`config.mk`:
```
export PLATFORM = sky130hd
export DESIGN_NAME = unsigned_restoring_divider_flat
export DESIGN_NICKNAME = d
export VERILOG_FILES = /design/src/rtl/urd_pkg.sv /design/src/rtl/urd_req_if.sv /design/src/rtl/urd_rsp_if.sv /design/src/rtl/unsigned_restoring_divider.sv /design/src/rtl/urd_stage.sv /design/src/flat_wrapper.sv
export SDC_FILE = /design/constraint.sdc
export NUM_CORES = 2
export LEC_CHECK = 0
export BUFFER_PORTS_ARGS = -buffer_cell sky130_fd_sc_hd__buf_4
export CORE_UTILIZATION = 48
export DETAILED_ROUTE_END_ITERATION = 16
export GPL_ROUTABILITY_DRIVEN = 0
export GPL_TIMING_DRIVEN = 0
export PLACE_DENSITY_LB_ADDON = 0.15
export SKIP_CTS_REPAIR_TIMING = 1
export SLEW_MARGIN = 10
export SYNTH_ARGS = -nofsm -noshare
export SYNTH_HDL_FRONTEND = slang
export SYNTH_HIERARCHICAL = 1
export SYNTH_SLANG_ARGS = --single-unit
```
`constraint.sdc`:
```
create_clock -name clock -period 9.6 [get_ports clock]
set_clock_uncertainty 0.1 [all_clocks]
set_input_delay 0.48 -clock clock [delete_from_list [all_inputs] [get_ports clock]]
set_output_delay 0.48 -clock clock [all_outputs]
set_load 0.03 [all_outputs]
```
`src/rtl/urd_pkg.sv`:
```
// shared types and constants for the unsigned restoring divider
`timescale 1ns / 1ps

package urd_pkg;

   // width of every operand and result field on the channels
   localparam int FIELD_WIDTH = 32;

   typedef logic [FIELD_WIDTH-1:0] field_type;

endpackage

```
`src/rtl/urd_req_if.sv`:
```
// request channel: dividend and divisor with valid/ready handshake
`timescale 1ns / 1ps

interface urd_req_if;
   logic                valid;
   logic                ready;
   urd_pkg::field_type  dividend;
   urd_pkg::field_type  divisor;

   modport source (output valid, output dividend, output divisor, input ready);
   modport sink   (input valid, input dividend, input divisor, output ready);
endinterface

```
`src/rtl/urd_rsp_if.sv`:
```
// response channel: quotient and remainder with valid/ready handshake
`timescale 1ns / 1ps

interface urd_rsp_if;
   logic                valid;
   logic                ready;
   urd_pkg::field_type  quotient;
   urd_pkg::field_type  remainder;

   modport source (output valid, output quotient, output remainder, input ready);
   modport sink   (input valid, input quotient, input remainder, output ready);
endinterface

```
`src/rtl/unsigned_restoring_divider.sv`:
```
// unsigned restoring divider, pipelined with a stage for each quotient bit
//
//   channel   direction  payload                 handshake
//   req_ch    in         dividend, divisor       valid / ready
//   rsp_ch    out        quotient, remainder     valid / ready
//
// one request enters per cycle while the first stage is ready; its result moves
// through the stage registers in order and is offered from the last stage,
// one stage for each quotient bit, each stage a single trial subtract.
// sustained rate is one request per cycle while the response side takes.
// reset clears only the stage valid bits.
// each stage holds its request when the next one is full and stalled, and an
// empty stage still takes a new request, so bubbles close up under stall.
`timescale 1ns / 1ps

module unsigned_restoring_divider #(
   parameter int DATA_WIDTH = 32
) (
   input  logic      clock,
   input  logic      reset,
   urd_req_if.sink   req_ch,
   urd_rsp_if.source rsp_ch
);

   localparam int FW = urd_pkg::FIELD_WIDTH;

   logic                  valid_s    [0:DATA_WIDTH];
   logic                  ready_s    [0:DATA_WIDTH];
   logic [DATA_WIDTH-1:0] rem_s      [0:DATA_WIDTH];
   logic [DATA_WIDTH-1:0] quo_s      [0:DATA_WIDTH];
   logic [DATA_WIDTH-1:0] div_s      [0:DATA_WIDTH];
   logic                  div_zero_s [0:DATA_WIDTH];

   logic [FW+DATA_WIDTH-1:0] dividend_wide;
   logic [FW+DATA_WIDTH-1:0] divisor_wide;
   logic [FW+DATA_WIDTH-1:0] quo_wide;
   logic [FW+DATA_WIDTH-1:0] rem_wide;

   // fit the request fields to the datapath width
   assign dividend_wide = {{DATA_WIDTH{1'b0}}, req_ch.dividend};
   assign divisor_wide  = {{DATA_WIDTH{1'b0}}, req_ch.divisor};

   // head of the pipeline: remainder starts at zero
   assign valid_s[0]    = req_ch.valid;
   assign req_ch.ready  = ready_s[0];
   assign rem_s[0]      = '0;
   assign quo_s[0]      = dividend_wide[DATA_WIDTH-1:0];
   assign div_s[0]      = divisor_wide[DATA_WIDTH-1:0];
   assign div_zero_s[0] = (divisor_wide[DATA_WIDTH-1:0] == '0);

   // one step per stage
   for (genvar i = 0; i < DATA_WIDTH; i++) begin : g_step
      urd_stage #(
         .DATA_WIDTH (DATA_WIDTH)
      ) u_stage (
         .clock       (clock),
         .reset       (reset),
         .up_valid    (valid_s[i]),
         .up_ready    (ready_s[i]),
         .up_rem      (rem_s[i]),
         .up_quo      (quo_s[i]),
         .up_div      (div_s[i]),
         .up_div_zero (div_zero_s[i]),
         .dn_valid    (valid_s[i+1]),
         .dn_ready    (ready_s[i+1]),
         .dn_rem      (rem_s[i+1]),
         .dn_quo      (quo_s[i+1]),
         .dn_div      (div_s[i+1]),
         .dn_div_zero (div_zero_s[i+1])
      );
   end

   // zero divisor forces both results to zero
   assign quo_wide = {{FW{1'b0}},
                      (div_zero_s[DATA_WIDTH] ? {DATA_WIDTH{1'b0}} : quo_s[DATA_WIDTH])};
   assign rem_wide = {{FW{1'b0}},
                      (div_zero_s[DATA_WIDTH] ? {DATA_WIDTH{1'b0}} : rem_s[DATA_WIDTH])};

   // response side
   assign ready_s[DATA_WIDTH] = rsp_ch.ready;
   assign rsp_ch.valid        = valid_s[DATA_WIDTH];
   assign rsp_ch.quotient     = quo_wide[FW-1:0];
   assign rsp_ch.remainder    = rem_wide[FW-1:0];

   // final remainder always below a nonzero divisor
   a_rem_below_div: assert property (@(posedge clock) disable iff (reset)
      valid_s[DATA_WIDTH] && !div_zero_s[DATA_WIDTH]
         |-> rem_s[DATA_WIDTH] < div_s[DATA_WIDTH])
      else $error("remainder not below divisor");

   // an accepted request occupies the first stage on the next cycle
   a_entry_lands: assert property (@(posedge clock) disable iff (reset)
      req_ch.valid && req_ch.ready |=> valid_s[1])
      else $error("accepted request lost at first stage");

   // a stalled result stays in the last stage with its payload
   a_out_holds: assert property (@(posedge clock) disable iff (reset)
      valid_s[DATA_WIDTH] && !rsp_ch.ready
         |=> valid_s[DATA_WIDTH] && $stable(quo_s[DATA_WIDTH])
             && $stable(rem_s[DATA_WIDTH]))
      else $error("stalled result changed");

endmodule

```
`src/rtl/urd_stage.sv`:
```
// one restoring division step with its pipeline register
`timescale 1ns / 1ps

module urd_stage #(
   parameter int DATA_WIDTH = 32
) (
   input  logic                  clock,
   input  logic                  reset,
   // upstream side
   input  logic                  up_valid,
   output logic                  up_ready,
   input  logic [DATA_WIDTH-1:0] up_rem,
   input  logic [DATA_WIDTH-1:0] up_quo,
   input  logic [DATA_WIDTH-1:0] up_div,
   input  logic                  up_div_zero,
   // downstream side
   output logic                  dn_valid,
   input  logic                  dn_ready,
   output logic [DATA_WIDTH-1:0] dn_rem,
   output logic [DATA_WIDTH-1:0] dn_quo,
   output logic [DATA_WIDTH-1:0] dn_div,
   output logic                  dn_div_zero
);

   logic                  valid_ff;
   logic [DATA_WIDTH-1:0] rem_ff, rem_in;
   logic [DATA_WIDTH-1:0] quo_ff, quo_in;
   logic [DATA_WIDTH-1:0] div_ff;
   logic                  div_zero_ff;
   logic [DATA_WIDTH:0]   shifted;
   logic [DATA_WIDTH:0]   diff;
   logic                  fits;

   // shift in the next dividend bit and trial-subtract the divisor
   always_comb begin
      shifted = {up_rem, up_quo[DATA_WIDTH-1]};
      diff    = shifted - {1'b0, up_div};
      fits    = ~diff[DATA_WIDTH];
      rem_in  = fits ? diff[DATA_WIDTH-1:0] : shifted[DATA_WIDTH-1:0];
      quo_in  = {up_quo[DATA_WIDTH-2:0], fits};
   end

   // stage takes a request when empty or when its content moves on
   assign up_ready = ~valid_ff | dn_ready;

   // valid bit
   always_ff @(posedge clock) begin
      if (reset) begin
         valid_ff <= 1'b0;
      end else if (up_ready) begin
         valid_ff <= up_valid;
      end
   end

   // payload register
   always_ff @(posedge clock) begin
      if (up_ready && up_valid) begin
         rem_ff      <= rem_in;
         quo_ff      <= quo_in;
         div_ff      <= up_div;
         div_zero_ff <= up_div_zero;
      end
   end

   assign dn_valid    = valid_ff;
   assign dn_rem      = rem_ff;
   assign dn_quo      = quo_ff;
   assign dn_div      = div_ff;
   assign dn_div_zero = div_zero_ff;

endmodule

```
`src/flat_wrapper.sv`:
```
// flat-port wrapper written by rule: the top's interface ports become plain ports
module unsigned_restoring_divider_flat 
#(
   parameter int DATA_WIDTH = 32
)
  (clock, reset, req_ch_valid, req_ch_dividend, req_ch_divisor, req_ch_ready, rsp_ch_valid, rsp_ch_quotient, rsp_ch_remainder, rsp_ch_ready);
  urd_req_if req_ch_i ();
  urd_rsp_if rsp_ch_i ();
  input  logic clock;
  input  logic reset;
  input wire logic [$bits(req_ch_i.valid)-1:0] req_ch_valid;
  input wire logic [$bits(req_ch_i.dividend)-1:0] req_ch_dividend;
  input wire logic [$bits(req_ch_i.divisor)-1:0] req_ch_divisor;
  output wire logic [$bits(req_ch_i.ready)-1:0] req_ch_ready;
  output wire logic [$bits(rsp_ch_i.valid)-1:0] rsp_ch_valid;
  output wire logic [$bits(rsp_ch_i.quotient)-1:0] rsp_ch_quotient;
  output wire logic [$bits(rsp_ch_i.remainder)-1:0] rsp_ch_remainder;
  input wire logic [$bits(rsp_ch_i.ready)-1:0] rsp_ch_ready;
  assign req_ch_i.valid = req_ch_valid;
  assign req_ch_i.dividend = req_ch_dividend;
  assign req_ch_i.divisor = req_ch_divisor;
  assign req_ch_ready = req_ch_i.ready;
  assign rsp_ch_valid = rsp_ch_i.valid;
  assign rsp_ch_quotient = rsp_ch_i.quotient;
  assign rsp_ch_remainder = rsp_ch_i.remainder;
  assign rsp_ch_i.ready = rsp_ch_ready;
  unsigned_restoring_divider #(.DATA_WIDTH(DATA_WIDTH)) u_core (.clock(clock), .reset(reset), .req_ch(req_ch_i), .rsp_ch(rsp_ch_i));
endmodule
```
# Word-level counts from Yosys, hierarchy flattened
# Cells that the tools add are included.
# classes
n_bitwise	96
addsub	32
reduce_logical	33
n_mux	34
# op_table
op	n
32-bit 2-to-1 mux	33
33-bit by 32-bit subtractor with 33-bit output	31
1-bit inverter	64
1-bit by 32-bit subtractor with 33-bit output	1
1-bit logical AND	32
32-bit zero test	1
1-bit OR	32
1-bit 2-to-1 mux	1
# word_totals
regBits	3104
elab_cells	355

# Longest topological paths before layout
# depth
ltp_word	34
ltp_mapped	33

# Cells and area by module
# The synthesis kept the hierarchy.
# modules_own_cells
mod	cells_each	instances	area_per_inst_um2
urd_stage at u_core.g_step[21].u_stage ...	411	15	5183.7
urd_stage at u_core.g_step[12].u_stage ...	407	10	5233.8
urd_stage at u_core.g_step[2].u_stage ...	404	4	5132.4
urd_stage at u_core.g_step[10].u_stage ...	408	2	5305.1
urd_stage at u_core.g_step[0].u_stage	413	1	5210.0
unsigned_restoring_divider	83	1	511.7

# Worst setup path after synthesis
# Ideal clock, no wire load.
# synth_path
kind	input to register
startpoint	input rsp_ch_ready
endpoint	register u_core.g_step[0].u_stage.div_ff[0], enable pin
path_stages	33
path_slack_ps	1973
arrival_ps	6836
setup_time_ps	691
required_ps	8809
cell_sequence	nand2b_1 nand2b_1 nand2b_1 nand2b_1 nand2b_1 nand2b_1 nand2b_1 nand2b_1 nand2b_1 nand2b_1 nand2b_1 nand2b_1 nand2b_1 nand2b_1 nand2b_1 nand2b_1 nand2b_1 nand2b_1 nand2b_1 nand2b_1 nand2b_1 nand2b_1 nand2b_1 nand2b_1 nand2b_1 nand2b_1 nand2b_1 nand2b_1 nand2b_1 nand2b_1 nand2b_1 nand2b_1 and2_1
# synth_rtl
element	line	text
start, declared	flat_wrapper.sv:18	input wire logic [$bits(rsp_ch_i.ready)-1:0] rsp_ch_ready;
end signal, assigned	urd_stage.sv:60	div_ff <= up_div;
end, declared	urd_stage.sv:28	logic [DATA_WIDTH-1:0] div_ff;

==> results by group <==
Floorplanning
  • Boundary pin count: about 130
  • Core footprint: roughly 340000 sq um
  • Area of the die: between 300000 and 400000 sq um
  • Number of rows created at floorplan: 215
  • Die Width: approximately 590 um
  • Initial core utilization: about half
  • Vert. Die Dim: a little under 600 um

Synthesis
  • Count of synthesis-stage warnings from yosys: 6
  • Mean post-synth cell area: 12.6 sq um
  • Post-Syn Instances: ~13k
  • Netlist Area Pre-Place: approximately 170000 sq um

Route
  • Post-Route WL: approximately 400000 um
  • Number of vias in the routed layout: about 110k
  • Detail-routed via count per cell: slightly below 6
  • Average routed wire per standard cell: 21.9 um
  • Remaining number of nets flagged by the antenna check after routing: 0
  • Drt first-iter violations: 9266
  • DRC violation count after routing: 0
  • First-pass DRT Iterations: 9

Final layout
  • Ratio of cells with drive above 1 in the final layout: around an eighth
  • Post-layout net count: about 15k
  • Number of standard cells in the final layout excluding fillers: between 15k and 20k
  • Fill count: about 28k
  • Area added between synthesis and finish: 11.8%

Worst setup path
  • Setup CP Type: in2out
  • Most repeated library cell on the critical path: nand2b_1
  • Worst R2R Path Depth: 34
  • Worst-case register-to-register setup slack: approximately 1700 ps
  • R2R Path Start: u_core/g_step[31].u_stage/dn_valid
  • Type of element launching the critical path: input pin
  • Crit. End Element: primary output
  • Launching element of the worst setup path: rsp_ch_ready
  • Max FO, Critical Path: 3
  • Slowest cell on the critical path: dlygate4sd3_1
  • Data arrival time of the critical path: about 7900 ps
  • Endpoint of the worst register-to-register path: u_core/g_step[0].u_stage/dn_div[4]
  • Req. time, crit path: 9020 ps
  • Maximum cell stage delay along the critical path: ~560 ps
  • Endpoint of the worst setup timing path: req_ch_ready

Clock network
  • Number of buffers created by CTS: 334
  • Worst-path clk slew: around 60 ps
  • Clk Latency, worst-skew pair: between 900 and 1000 ps
  • H-tree levels: 5
  • Maximum clock path buffer count: 4
  • Clock tree root driver cell: clkbuf_16
  • Number of clock sinks seen by CTS: about 3.1k
  • Clock tree from TritonCTS: built

Status
  • Result of the run: finished, final reports clean

Timing
  • Summed negative setup slack over all endpoints: 0 ps
  • Final worst-path cycle share: 88.5%
  • Slew @ Worst Pin: roughly 1200 ps
  • Minimum setup slack in the final design: approximately 1100 ps
  • Unrepaired setup endpoints after global routing: false
  • Number of max-slew violations in the final report: 0
  • Final hold violation count: 0
  • Endpoints failing setup: 0
  • Max Clock Freq: around 120 MHz
  • Headroom to the max-slew limit: between 10% and 20%
  • Minimum period implied by the final worst setup slack: approximately 8500 ps

GRT
  • Largest net degree at the start of global routing: slightly below 70
  • Total congestion overflow after global routing: 0
  • Number of antenna violations at the first check in global routing: 20
  • First-pass GRT wire length: between 600000 and 700000 um
  • Vias in the first global route: 105k
  • Global router's overall resource usage: a little under a quarter

Pwr
  • Cell leakage power: roughly 73 nW
  • Power consumption: 28.9 mW
  • Worst ir drop on vdd: 0.000145 V
  • Power per unit of standard cell area: about 160 nW/um^2

Hold path
  • Hold path start: req_ch_dividend[25]
  • HP Class: in2reg

Placed design
  • Pre-CTS setup slack: ~1400 ps
  • Port-buffer cells: 133
  • Hpwl dp: roughly 310000 um
  • Post-Place Cells: approximately 18k

Job
  • Total of max-cap violations: 0
==> routing by layer <==
| layer | up-vias | global-route usage (%) | wire length (um) |
|---|---|---|---|
| li1 | 50600 | - | - |
| met1 | 52100 | 28.0 | 164000 |
| met2 | 3783 | 39.8 | 201000 |
| met3 | 943 | 3.17 | 22900 |
| met4 | 8 | 9.84 | 19200 |
| met5 | - | 0 | 54 |
==> through the flow <==
stage               utilization, %  hold WS, ps  instance area, sq um
finish                        54.0          155                186000
floorplan                        -          300                166000
detailed placement            50.7          305                174000
CTS                           53.8         -480                185000
global placement              50.3          300                173000
global route                  54.0         99.3                186000
==> layout make-up <==
type	instances	area (sq um)	share of cell area (%)
diodes	28	70.1	0.0378
flip-flops and latches	3104	92900	50.1
multi-input cells	8492	66200	35.7
inverters	1303	4990	2.69
repair buffers	240	2690	1.45
clock buffers	404	8780	4.73
plain buffers	299	2290	1.23
clock inverters	194	1990	1.07
well taps	4557	5700	3.07
==> critical path: cells and delay by family <==
kind	cells	cell delay, ps
AND/OR/NAND/NOR	32	6450
buffers and inverters	3	970
==> cells in the final DEF (no fill, tap or decap), types with 73 or more instances in the layout <==
master	n
edfxtp_1	3072
inv_1	1274
ha_1	1024
a21oi_1	867
nand2_1	694
o21ai_0	627
mux2_4	502
xnor2_1	428
a21o_1	422
xor2_1	379
nand3_1	377
clkbuf_16	339
nor2_1	324
mux2_2	208
clkbuf_1	178
and3_1	172
o21a_1	170
nand4_1	167
nor3_1	167
nor2b_1	156
a31oi_1	154
buf_4	141
o2111ai_1	120
o31ai_1	115
nand2b_1	100
o21bai_1	81
buf_2	74
o211ai_1	73
==> worst min-delay path by stage <==
stage	cells past startpoint	end	slack, ps
finish	2	u_core/g_step[0].u_stage/dn_quo[26]	160
global route	2	u_core/g_step[0].u_stage/dn_quo[28]	100
CTS	1	u_core/g_step[0].u_stage/dn_quo[26]	-480
detailed placement	0	u_core/g_step[10].u_stage/dn_quo[1]	300
global placement	0	u_core/g_step[10].u_stage/dn_quo[12]	300
floorplan	0	u_core/g_step[10].u_stage/dn_div_zero	300
==> flip-flops by register name, indices dropped and copies added, names as in the netlist <==
name	count
u_core/g_step.u_stage/dn_div_zero	32
u_core/g_step.u_stage/dn_quo	1024
u_core/g_step.u_stage/dn_div	992
u_core/g_step.u_stage/dn_rem	1024
u_core/g_step.u_stage/dn_valid	32
==> report_power, final <==
group / internal (mW) / switching (mW) / leakage (nW)
Sequential: 14.9 / 0.0551 / 28.1
Clock: 7.40 / 5.33 / 5.22
Combinational: 0.575 / 0.665 / 39.7
Total: 22.8 / 6.05 / 73.0
(Power assumes the default switching activity.)
